### src/gbfr_pkg.sv
// ----------------------------------------------------------------------------
// gbfr_pkg
// Shared types and constants of the binary frame receiver: result codes,
// configuration register indexes and the item format of the front queue.
// ----------------------------------------------------------------------------
package gbfr_pkg;

	// result codes carried on event_kind
	typedef enum logic [1:0] {
		EV_GOOD     = 2'd0,
		EV_CSUM_BAD = 2'd1,
		EV_OVERSIZE = 2'd2,
		EV_READ     = 2'd3
	} event_kind_t;

	// configuration register indexes
	localparam int unsigned CFG_IDX_W = 2;
	localparam logic [CFG_IDX_W-1:0] CFG_SYNC_FIRST  = 2'd0;
	localparam logic [CFG_IDX_W-1:0] CFG_SYNC_SECOND = 2'd1;

	// configuration reset values
	localparam logic [7:0] SYNC_FIRST_RST  = 8'd181;
	localparam logic [7:0] SYNC_SECOND_RST = 8'd98;

	// fixed field widths
	localparam int unsigned READ_IDX_W = 7;
	localparam int unsigned READ_SPAN  = 128;

	// classified item handed from front to back
	typedef struct packed {
		logic                  is_read;
		logic [7:0]            data_byte;
		logic [READ_IDX_W-1:0] read_index;
		logic                  hit_first;
		logic                  hit_second;
	} item_t;

endpackage

### src/gbfr_front.sv
// ----------------------------------------------------------------------------
// gbfr_front
// Input side: holds the preamble registers, accepts items and tags each
// serial byte with its preamble matches before it enters the queue.
// ----------------------------------------------------------------------------
module gbfr_front (
	input  logic                               clk,
	input  logic                               arst_n,
	// configuration writes
	input  logic                               cfg_valid,
	input  logic [gbfr_pkg::CFG_IDX_W-1:0]     cfg_index,
	input  logic [7:0]                         cfg_data,
	// input channel
	input  logic                               in_valid,
	output logic                               in_stall,
	input  logic                               mode,
	input  logic [7:0]                         data_byte,
	input  logic [gbfr_pkg::READ_IDX_W-1:0]    read_index,
	// queue side
	input  logic                               q_full,
	output logic                               q_push,
	output gbfr_pkg::item_t                    q_item
);

	logic [7:0] sync_first_q;
	logic [7:0] sync_second_q;

	// preamble registers
	always_ff @(posedge clk or negedge arst_n) begin
		if (!arst_n) begin
			sync_first_q  <= gbfr_pkg::SYNC_FIRST_RST;
			sync_second_q <= gbfr_pkg::SYNC_SECOND_RST;
		end else if (cfg_valid) begin
			if (cfg_index == gbfr_pkg::CFG_SYNC_FIRST) begin
				sync_first_q <= cfg_data;
			end
			if (cfg_index == gbfr_pkg::CFG_SYNC_SECOND) begin
				sync_second_q <= cfg_data;
			end
		end
	end

	// accept while the queue has room
	assign in_stall = q_full;
	assign q_push   = in_valid && !q_full;

	// classify the item
	always_comb begin
		q_item            = '0;
		q_item.is_read    = mode;
		q_item.data_byte  = data_byte;
		q_item.read_index = read_index;
		q_item.hit_first  = (data_byte == sync_first_q);
		q_item.hit_second = (data_byte == sync_second_q);
	end

endmodule

### src/gbfr_queue.sv
// ----------------------------------------------------------------------------
// gbfr_queue
// Two-entry item queue between the front and the parser, so that either
// side can stall without holding up the other.
// ----------------------------------------------------------------------------
module gbfr_queue (
	input  logic            clk,
	input  logic            arst_n,
	input  logic            push,
	input  gbfr_pkg::item_t push_item,
	output logic            full,
	input  logic            pop,
	output logic            not_empty,
	output gbfr_pkg::item_t head_item
);

	gbfr_pkg::item_t entry_q [2];
	logic            wr_ptr_q;
	logic            rd_ptr_q;
	logic [1:0]      count_q;

	assign full      = (count_q == 2'd2);
	assign not_empty = (count_q != 2'd0);
	assign head_item = entry_q[rd_ptr_q];

	// pointers and fill count
	always_ff @(posedge clk or negedge arst_n) begin
		if (!arst_n) begin
			wr_ptr_q <= 1'b0;
			rd_ptr_q <= 1'b0;
			count_q  <= 2'd0;
		end else begin
			if (push) begin
				wr_ptr_q <= ~wr_ptr_q;
			end
			if (pop) begin
				rd_ptr_q <= ~rd_ptr_q;
			end
			unique case ({push, pop})
				2'b10:   count_q <= count_q + 2'd1;
				2'b01:   count_q <= count_q - 2'd1;
				default: count_q <= count_q;
			endcase
		end
	end

	// entry storage
	always_ff @(posedge clk) begin
		if (push) begin
			entry_q[wr_ptr_q] <= push_item;
		end
	end

endmodule

### src/gbfr_back.sv
// ----------------------------------------------------------------------------
// gbfr_back
// Parser side: frame state machine, Fletcher checksum, payload store and
// the result register that drives the output channel.
// ----------------------------------------------------------------------------
module gbfr_back #(
	parameter int unsigned MAX_PAYLOAD = 128
) (
	input  logic            clk,
	input  logic            arst_n,
	// queue side
	input  logic            q_not_empty,
	input  gbfr_pkg::item_t q_item,
	output logic            q_pop,
	// output channel
	output logic            out_valid,
	input  logic            out_stall,
	output logic [1:0]      event_kind,
	output logic [7:0]      frame_class,
	output logic [7:0]      frame_id,
	output logic [15:0]     frame_length,
	output logic [7:0]      read_data
);

	// only the first positions are reachable by a read
	localparam int unsigned STORE_DEPTH =
		(MAX_PAYLOAD < gbfr_pkg::READ_SPAN) ? MAX_PAYLOAD : gbfr_pkg::READ_SPAN;
	localparam int unsigned ADDR_W = $clog2(STORE_DEPTH);
	localparam int unsigned CNT_W  = $clog2(MAX_PAYLOAD + 1);

	typedef enum logic [3:0] {
		ST_HUNT,
		ST_SYNC2,
		ST_CLASS,
		ST_ID,
		ST_LEN_LO,
		ST_LEN_HI,
		ST_PAYLOAD,
		ST_CK_A,
		ST_CK_B
	} step_t;

	step_t                 step_q,  step_d;
	logic [7:0]            class_q, class_d;
	logic [7:0]            id_q,    id_d;
	logic [15:0]           len_q,   len_d;
	logic [CNT_W-1:0]      cnt_q,   cnt_d;
	logic [7:0]            sum_a_q, sum_a_d;
	logic [7:0]            sum_b_q, sum_b_d;
	logic [STORE_DEPTH-1:0] stored_q;

	logic                  out_valid_q;
	gbfr_pkg::event_kind_t kind_q;
	logic [7:0]            out_class_q;
	logic [7:0]            out_id_q;
	logic [15:0]           out_len_q;
	logic                  rd_hit_q;
	logic [7:0]            rdata_q;

	logic [7:0]            store_mem [STORE_DEPTH];

	logic                  emit;
	gbfr_pkg::event_kind_t emit_kind;
	logic [7:0]            b;
	logic [7:0]            acc_a;
	logic [7:0]            acc_b;
	logic [15:0]           full_len;
	logic [CNT_W-1:0]      cnt_inc;
	logic                  wr_en;
	logic [ADDR_W-1:0]     wr_addr;
	logic [ADDR_W-1:0]     rd_addr;
	logic                  rd_in_range;

	// advance when the result register is free or being drained
	assign q_pop = q_not_empty && (!out_valid_q || !out_stall);

	assign b        = q_item.data_byte;
	assign acc_a    = sum_a_q + b;
	assign acc_b    = sum_b_q + acc_a;
	assign full_len = {b, len_q[7:0]};
	assign cnt_inc  = cnt_q + CNT_W'(1);

	// store addressing
	assign wr_addr     = cnt_q[ADDR_W-1:0];
	assign rd_addr     = q_item.read_index[ADDR_W-1:0];
	assign rd_in_range = ({1'b0, q_item.read_index} < 8'(STORE_DEPTH));
	assign wr_en       = q_pop && !q_item.is_read && (step_q == ST_PAYLOAD)
		&& (cnt_q < CNT_W'(STORE_DEPTH));

	// frame parser next state
	always_comb begin
		step_d    = step_q;
		class_d   = class_q;
		id_d      = id_q;
		len_d     = len_q;
		cnt_d     = cnt_q;
		sum_a_d   = sum_a_q;
		sum_b_d   = sum_b_q;
		emit      = 1'b0;
		emit_kind = gbfr_pkg::EV_READ;
		if (q_pop) begin
			if (q_item.is_read) begin
				emit = 1'b1;
			end else begin
				unique case (step_q)
					ST_SYNC2: begin
						if (q_item.hit_second) begin
							step_d = ST_CLASS;
						end else if (q_item.hit_first) begin
							step_d = ST_SYNC2;
						end else begin
							step_d = ST_HUNT;
						end
					end
					ST_CLASS: begin
						class_d = b;
						sum_a_d = b;
						sum_b_d = b;
						step_d  = ST_ID;
					end
					ST_ID: begin
						id_d    = b;
						sum_a_d = acc_a;
						sum_b_d = acc_b;
						step_d  = ST_LEN_LO;
					end
					ST_LEN_LO: begin
						len_d   = {8'd0, b};
						sum_a_d = acc_a;
						sum_b_d = acc_b;
						step_d  = ST_LEN_HI;
					end
					ST_LEN_HI: begin
						len_d   = full_len;
						sum_a_d = acc_a;
						sum_b_d = acc_b;
						cnt_d   = '0;
						if (full_len > 16'(MAX_PAYLOAD)) begin
							step_d    = ST_HUNT;
							emit      = 1'b1;
							emit_kind = gbfr_pkg::EV_OVERSIZE;
						end else if (full_len == 16'd0) begin
							step_d = ST_CK_A;
						end else begin
							step_d = ST_PAYLOAD;
						end
					end
					ST_PAYLOAD: begin
						sum_a_d = acc_a;
						sum_b_d = acc_b;
						cnt_d   = cnt_inc;
						if (16'(cnt_inc) >= len_q) begin
							step_d = ST_CK_A;
						end
					end
					ST_CK_A: begin
						if (b != sum_a_q) begin
							step_d    = ST_HUNT;
							emit      = 1'b1;
							emit_kind = gbfr_pkg::EV_CSUM_BAD;
						end else begin
							step_d = ST_CK_B;
						end
					end
					ST_CK_B: begin
						step_d    = ST_HUNT;
						emit      = 1'b1;
						emit_kind = (b == sum_b_q) ? gbfr_pkg::EV_GOOD
							: gbfr_pkg::EV_CSUM_BAD;
					end
					default: begin
						step_d = q_item.hit_first ? ST_SYNC2 : ST_HUNT;
					end
				endcase
			end
		end
	end

	// parser state, written marks and result register
	always_ff @(posedge clk or negedge arst_n) begin
		if (!arst_n) begin
			step_q      <= ST_HUNT;
			class_q     <= '0;
			id_q        <= '0;
			len_q       <= '0;
			cnt_q       <= '0;
			sum_a_q     <= '0;
			sum_b_q     <= '0;
			stored_q    <= '0;
			out_valid_q <= 1'b0;
			kind_q      <= gbfr_pkg::EV_GOOD;
			out_class_q <= '0;
			out_id_q    <= '0;
			out_len_q   <= '0;
			rd_hit_q    <= 1'b0;
		end else begin
			step_q  <= step_d;
			class_q <= class_d;
			id_q    <= id_d;
			len_q   <= len_d;
			cnt_q   <= cnt_d;
			sum_a_q <= sum_a_d;
			sum_b_q <= sum_b_d;
			if (wr_en) begin
				stored_q[wr_addr] <= 1'b1;
			end
			if (emit) begin
				out_valid_q <= 1'b1;
				kind_q      <= emit_kind;
				if (q_item.is_read) begin
					out_class_q <= '0;
					out_id_q    <= '0;
					out_len_q   <= '0;
					rd_hit_q    <= rd_in_range && stored_q[rd_addr];
				end else begin
					out_class_q <= class_q;
					out_id_q    <= id_q;
					out_len_q   <= len_d;
					rd_hit_q    <= 1'b0;
				end
			end else if (!out_stall) begin
				out_valid_q <= 1'b0;
			end
		end
	end

	// payload store, registered read
	always_ff @(posedge clk) begin
		if (wr_en) begin
			store_mem[wr_addr] <= b;
		end
		if (q_pop && q_item.is_read) begin
			rdata_q <= store_mem[rd_addr];
		end
	end

	assign out_valid    = out_valid_q;
	assign event_kind   = kind_q;
	assign frame_class  = out_class_q;
	assign frame_id     = out_id_q;
	assign frame_length = out_len_q;
	assign read_data    = rd_hit_q ? rdata_q : 8'd0;

endmodule

### src/gnss_binary_frame_receiver.sv
// Each accepted item passes the queue, then its result is registered as valid.
// Throughput: one byte or read item per cycle while the output is not stalled.
// A two-entry queue lets input keep flowing while a result waits to be taken.
// Reset sets the parser and the preamble registers to their start values and
// clears the written marks of the payload store, so unwritten positions read as zero.
// ----------------------------------------------------------------------------
// gnss_binary_frame_receiver
// Serial frame receiver with preamble hunt, length check, payload store and
// 8-bit Fletcher checksum; also serves reads of the stored payload.
// ----------------------------------------------------------------------------
module gnss_binary_frame_receiver #(
	parameter int unsigned MAX_PAYLOAD = 128
) (
	input  logic                            clk,
	input  logic                            arst_n,
	// configuration
	input  logic                            cfg_valid,
	output logic                            cfg_ready,
	input  logic [gbfr_pkg::CFG_IDX_W-1:0]  cfg_index,
	input  logic [7:0]                      cfg_data,
	// input channel
	input  logic                            in_valid,
	output logic                            in_stall,
	input  logic                            mode,
	input  logic [7:0]                      data_byte,
	input  logic [gbfr_pkg::READ_IDX_W-1:0] read_index,
	// output channel
	output logic                            out_valid,
	input  logic                            out_stall,
	output logic [1:0]                      event_kind,
	output logic [7:0]                      frame_class,
	output logic [7:0]                      frame_id,
	output logic [15:0]                     frame_length,
	output logic [7:0]                      read_data
);

	logic            q_push;
	logic            q_full;
	logic            q_pop;
	logic            q_not_empty;
	gbfr_pkg::item_t push_item;
	gbfr_pkg::item_t head_item;

	assign cfg_ready = 1'b1;

	// accept and classify
	gbfr_front u_front (
		.clk        (clk),
		.arst_n     (arst_n),
		.cfg_valid  (cfg_valid),
		.cfg_index  (cfg_index),
		.cfg_data   (cfg_data),
		.in_valid   (in_valid),
		.in_stall   (in_stall),
		.mode       (mode),
		.data_byte  (data_byte),
		.read_index (read_index),
		.q_full     (q_full),
		.q_push     (q_push),
		.q_item     (push_item)
	);

	// decoupling queue
	gbfr_queue u_queue (
		.clk       (clk),
		.arst_n    (arst_n),
		.push      (q_push),
		.push_item (push_item),
		.full      (q_full),
		.pop       (q_pop),
		.not_empty (q_not_empty),
		.head_item (head_item)
	);

	// parser, store and result register
	gbfr_back #(
		.MAX_PAYLOAD (MAX_PAYLOAD)
	) u_back (
		.clk          (clk),
		.arst_n       (arst_n),
		.q_not_empty  (q_not_empty),
		.q_item       (head_item),
		.q_pop        (q_pop),
		.out_valid    (out_valid),
		.out_stall    (out_stall),
		.event_kind   (event_kind),
		.frame_class  (frame_class),
		.frame_id     (frame_id),
		.frame_length (frame_length),
		.read_data    (read_data)
	);

endmodule

### config.mk
export PLATFORM = sky130hd
export DESIGN_NAME = gnss_binary_frame_receiver
export DESIGN_NICKNAME = d
export VERILOG_FILES = /design/src/gbfr_pkg.sv /design/src/gbfr_front.sv /design/src/gbfr_queue.sv /design/src/gbfr_back.sv /design/src/gnss_binary_frame_receiver.sv
export SDC_FILE = /design/constraint.sdc
export NUM_CORES = 2
export LEC_CHECK = 0
export ABC_AREA = 1
export BUFFER_PORTS_ARGS = -buffer_cell sky130_fd_sc_hd__clkbuf_2
export CAP_MARGIN = 20
export CELL_PAD_IN_SITES_DETAIL_PLACEMENT = 0
export CELL_PAD_IN_SITES_GLOBAL_PLACEMENT = 1
export CORE_MARGIN = 1.5
export CORE_UTILIZATION = 40
export CTS_BUF_LIST = sky130_fd_sc_hd__clkbuf_4
export CTS_CLUSTER_DIAMETER = 150
export DETAILED_ROUTE_END_ITERATION = 6
export PLACE_DENSITY_LB_ADDON = 0.1
export REMOVE_ABC_BUFFERS = 1
export SYNTH_ARGS = -nofsm -noshare
export SYNTH_HDL_FRONTEND = slang
export SYNTH_SLANG_ARGS = --single-unit
### constraint.sdc
create_clock -name clk -period 10.87 [get_ports clk]
set_clock_uncertainty 0.1 [all_clocks]
set_input_delay 0.5435 -clock clk [delete_from_list [all_inputs] [get_ports clk]]
set_output_delay 0.5435 -clock clk [all_outputs]
set_load 0.05 [all_outputs]
# ---- Word-level counts from Yosys, hierarchy flattened
# Memory sizes are Yosys's and may differ from the RTL's. A register that Yosys moved wholly into a read port is not among the register bits.
# Index checks and enable logic that the tools add are counted.
dict set report op_classes {
  n_bitwise 4
  mux 40
  n_eq_ne 18
  n_reduce_logical 26
  order_cmp 6
  addsub 5
}
# operator n
set op_table {}
lappend op_table {{$or A128 B128 Y128} 1}
lappend op_table {{$mux W16} 3}
lappend op_table {{$pmux W8 S2} 3}
lappend op_table {{$pmux W16 S2} 1}
lappend op_table {{$pmux W4 S8} 1}
lappend op_table {{$eq A8 B8 Y1} 3}
lappend op_table {{$mux W8} 3}
lappend op_table {{$mux W1} 17}
lappend op_table {{$add A8 B8 Y8} 2}
lappend op_table {{$eq A4 B3 Y1 const B} 4}
lappend op_table {{$ge A8 B16 Y1} 1}
lappend op_table {{$gt A16 B8 Y1 const B} 1}
lappend op_table {{$logic_not A16 Y1} 1}
lappend op_table {{$lt A7 B8 Y1 const B} 2}
lappend op_table {{$mux W4} 4}
lappend op_table {{$reduce_and A3 Y1} 5}
lappend op_table {{$add A8 B1 Y8 const B} 1}
lappend op_table {{$eq A4 B2 Y1 const B} 2}
lappend op_table {{$lt A8 B8 Y1 const B} 1}
lappend op_table {{$ne A8 B8 Y1} 1}
lappend op_table {{$reduce_bool A2 Y1} 4}
lappend op_table {{$bmux W1 S7} 1}
lappend op_table {{$demux W1 S7} 1}
lappend op_table {{$ge A7 B1 Y1 const B} 1}
lappend op_table {{19 further kinds} 35}
dict set report totals {
  n_memories 2
  mem_bits_rw 1060
  ff_bits 244
  in_bits 31
}
# name words word_bits rd rd_clocked_by_memory_dff write_ports line
set memory_table {}
lappend memory_table {u_back.store_mem 128 8 1 1 1 gbfr_back.sv:60} ;# logic [7:0] store_mem [STORE_DEPTH];
lappend memory_table {u_queue.entry_q 2 18 1 0 1 gbfr_queue.sv:17} ;# gbfr_pkg::item_t entry_q [2];

# ---- Depth between registers and ports, before layout
dict set report logic_depth {
  depth_word 8
  depth_mapped 21
}

# ---- Modules after synthesis
# From an unflattened synthesis, not the netlist that was laid out.
dict set report unflattened {
  hier_cells 4945
  hier_area_um2 54883.9
}
# module seq_area_each_um2 cells_each n_inst area_each_um2
set modules_own_cells {}
lappend modules_own_cells {gbfr_back 36595.1 4659 1 52097.5}
lappend modules_own_cells {gbfr_queue 1181.1 118 1 1616.6}
lappend modules_own_cells {gbfr_front 410.4 166 1 1158.6}
lappend modules_own_cells {gnss_binary_frame_receiver 0.0 2 1 11.3}

# ---- Worst setup path after synthesis
# Ideal clock, no wire load.
dict set report synth_timing {
  kind {flip-flop to flip-flop}
  startpoint {register u_queue.rd_ptr_q}
  endpoint {register u_back.sum_b_q[7]}
  setup_time_ns 0.079
  path_stages_with_launch 21
  synth_period_minus_slack_ns 4.869
  arrival_time_ns 4.690
  setup_slack_ns 6.001
  path_cell_list {dfrtp_1 -> buf_6 -> inv_4 -> buf_4 -> nand2_1 -> nand2_1 -> ha_1 -> fa_1 -> a21oi_1 -> o21a_1 -> nor2_1 -> o21ai_0 -> nand2_1 -> xor2_1 -> ha_1 -> nand2_1 -> o31ai_1 -> inv_1 -> nand2_1 -> nand3_1 -> a21oi_1}
}
# item line
set synth_rtl {}
lappend synth_rtl {{start: declaration} gbfr_queue.sv:19} ;# logic rd_ptr_q;
lappend synth_rtl {{start signal: assignment} gbfr_queue.sv:37} ;# rd_ptr_q <= ~rd_ptr_q;
lappend synth_rtl {{end signal: assignment} gbfr_back.sv:203} ;# sum_b_q <= sum_b_d;
lappend synth_rtl {{end: declaration} gbfr_back.sv:49} ;# logic [7:0] sum_b_q, sum_b_d;

# ---- Final worst setup path
dict set report layout_timing {
  startpoint {register u_queue.rd_ptr_q}
  endpoint {register u_back.rdata_q[0], read port of u_back.store_mem (data pin)}
}
dict set report layout_via {
  elab_chain_len 2
}
# item line
set layout_lines {}
lappend layout_lines {{$mem_v2 Z2 W18 *} -}
lappend layout_lines {{$logic_and A1 B1 Y1} gbfr_back.sv:232} ;# if (q_pop && q_item.is_read) begin
lappend layout_lines {{end: declaration} gbfr_back.sv:58} ;# logic [7:0] rdata_q;
# Mark *: on every way between the ends. The rest lies on a longest branch, timed or not.
# A chain may end at the register's enable or synchronous reset.

==> out/results.tsv <==
metric	value	unit
dpl cells	6538	
Netlist cell types	52	
largest net degree at the start of global routing	168	
Synth area leaders	edfxtp_1, dfrtp_1, nand3_1	
power per cell area	294.8	nW/um^2
mean area per synthesized cell	11.22	um^2
TritonCTS clock tree	done	
Worst path slowest cell	nand2_4	
Vias/cell	5.248	
Yosys warning count	0	
setup ws final	6.019	ns
Most used DFF post-synth	edfxtp_1	
initial core utilization	0.4034	
Max-cap violations	0	
crit-path max FO	74	
I/O pin count	76	
Seq pwr share	0.354	
commonest cells in the netlist	nand2_1, edfxtp_1, nand3_1, dfrtp_1, nor2_1	
Final Cell Area	62340	um^2
Gates resized, CTS repair	0	
CTS H-Tree Depth	5	
CTS Buffer Depth	4	
die extent in x	372.9	um
Sw Ratio	0.4242	
Port Buffer Count	74	
Max rail drop VDD	211.5	uV
post-route antenna net violation count	0	
cell-by-cell trace of the critical path	buf_4 > inv_4 > nand2_1 > buf_4 > nand2_4 > buf_4 > buf_4 > buf_4 > nand2_1 > nand3_1 > nand3_1 > nand3_1 > a21oi_1 > o21ai_1 > nand2_1 > nand2_1	
Post-Synth Simple-Gate Area	0.2227	
Clk pin slew, worst setup/hold paths	0.06	ns
GRT overflow	0	
Synth Area in Compound Gates	0.03121	
CTS root buffer	clkbuf_4	
RSZ-0062 raised after global routing	no	
Critical path buffers and inverters	6	
first-pass GRT wire length	246800	um
Yosys top cell area share	0.5861	
Final Slew Violations	0	
CP peak stage delay	0.68	ns
Vias	38130	
final WL	167400	um
main combinational cell family by area after synthesis	simple AND/OR/NAND/NOR gates	
register area share after synthesis	0.6979	
Tightest Pin Transition	1.262	ns
clock share of power	0.246	
pre-CTS setup slack	5.984	ns
initial antenna violation count	5	
count leader, synth	nand2_1	
Max Fclk	206.2	MHz
share of post-route cells with drive strength above 1	0.1633	
nature of the critical path endpoint	flop	
GP Congestion	0.7968	
Final setup viols	0	
period utilization	0.4463	
Hold WS	0.2401	ns
All-Layer GR Usage	0.2390	
post-synthesis register bit count	1312	
Layout area overhead	13.93	%
net load switching power	7.795	mW
Final min period	4.851	ns
height of the die	372.9	um
Critical Path RT	11.89	ns
CP arrival	5.87	ns
CP dominant cell by count	buf_4	
Leakage	24.44	nW
core area	135600	um^2
Setup TNS Final	0	ns
DP Wirelength	93060	um
Residual DRC	0	
mapped cell area	54720	um^2
dpl cell area	56920	um^2
Crit path max-delay family	buffers and inverters	
ys async rst share	0.1860	
Wirelength per Cell	23.04	um
Hold Path Class	input port to flop	
Core Util, Final	0.4596	
vias in the first global route	37290	
Synth Area in Adders	0.006448	
Post-Synth XOR/XNOR Area	0.005122	
Post-synth EDFFs	1068	
die area	139000	um^2
Design Power	18.38	mW
final hold viol count	0	
critical path class	flop to flop	
first drt pass iteration count	7	
Gate Count Post-Synth	4877	
clock sink total	1312	
outcome	complete, no violations	
Int Pwr	10.58	mW
area leader, netlist	edfxtp_1	
Skew-Pair Late Insertion Delay	1.26	ns
Max transition margin	0.1584	
post-route insts no fill	7266	
cts bufs inserted	372	
CP Launch Type	flop	
combinational group share of total power	0.399	
fin nets	5256	
site row count	135	
post-synthesis mux area share	0.0008003	
DRT iter0 DRCs	2814	
[final timing paths]
path / from / to / slack, ns / cells after the start
max: u_queue.rd_ptr_q / u_back.rdata_q[0] / 6.02 / 16
min: data_byte[2] / u_queue.entry_q[0][0] / 0.24 / 5
max reg2reg: u_queue.rd_ptr_q / u_back.rdata_q[0] / 6.02 / 16
min reg2reg: u_back.stored_q[27] / u_back.stored_q[27] / 0.36 / 1
max in group asynchronous: arst_n / u_back.stored_q[70] / 9.39 / 4
min in group asynchronous: arst_n / u_back.class_q[6] / 0.36 / 4
[state kept, by name, summed over array words and instances, names as in the netlist, 4 cells and up]
name and cells:
u_back.sum_a_q 8, u_front.sync_first_q 8, u_queue.entry_q 36, u_front.sync_second_q 8, u_back.frame_length 16, u_back.id_q 8
u_back.stored_q 128, u_back.rdata_q 8, u_back.frame_class 8, u_back.store_mem 1024, u_back.frame_id 8, u_back.cnt_q 8
u_back.step_q 4, u_back.len_q 16, u_back.class_q 8, u_back.sum_b_q 8
[power by group through the flow]
stage | Sequential, mW | Clock [mW] | Combinational [mW]
3_3_place_gp | 6.61 | 0 | 7.35
4_1_cts | 6.51 | 4.65 | 7.40
2_1_floorplan | 6.83 | 0 | 5.43
5_1_grt | 6.54 | 4.92 | 8.01
3_5_place_dp | 6.61 | 0 | 7.36
6_report | 6.51 | 4.53 | 7.34
[per-layer routing]
| layer | part of all wire | wire, um | global-route usage |
|---|---|---|---|
| met1 | 0.45 | 74630 | 0.3330 |
| met2 | 0.46 | 77430 | 0.3719 |
| met3 | 0.068 | 11450 | 0.05111 |
| met4 | 0.023 | 3886 | 0.07849 |
| met5 | 0 | 0 | 0 |
[worst reg2reg max path: stages, from the launching register on]
cell and delay [ns]:
dfrtp_1 0.35, buf_4 0.25, inv_4 0.18, nand2_1 0.07, buf_4 0.21, nand2_4 0.68, buf_4 0.61, buf_4 0.57
buf_4 0.61, nand2_1 0.14, nand3_1 0.11, nand3_1 0.11, nand3_1 0.18, a21oi_1 0.19, o21ai_1 0.18, nand2_1 0.10
nand2_1 0.08
[cell families after synthesis]
logic type               after synthesis
AND/OR/NAND/NOR                     2742
flip-flops                          1312
buffers and inverters                454
AO/OA/AOI/OAI                        305
XOR/XNOR                              32
adder cells (fa/ha/maj)               27
multiplexers                           4
other                                  1
[cell type report]
type                       count  area (um^2)
antenna                        4        10.01
clock buffer                 587         4407
clock inverter                70        296.5
fill                       12690        73290
inverter                     179        684.4
multi-input combinational   3111        14740
sequential                  1312        38190
tap                         1781         2228
timing repair buffer         222         1795
[cells in the final DEF (no fill, tap or decap), drive strengths merged, types with 2 or more instances in the layout]
master	instances
nand2	1303
edfxtp	1068
nand3	1012
clkbuf	660
nor2	270
dfrtp	236
inv	179
o21ai	163
or2	130
buf	86
clkinv	69
a21oi	63
dlygate4sd3	63
o211ai	29
ha	25
o22ai	18
xor2	18
xnor2	14
nor3	8
a21o	8
nand4	8
a31oi	8
dfstp	8
nand3b	7
a22oi	5
diode	4
o21a	4
nor4	3
mux2	3
fa	2
[timing repair]
item / 4_1_cts / 5_1_grt
endpoints found under the setup margin: 0 / 0
hold buffers: 64 / 0
buffers inserted: 0 / 0
endpoints found under the hold margin: 344 / 0
Note: power is estimated with default switching activity, not from simulation.
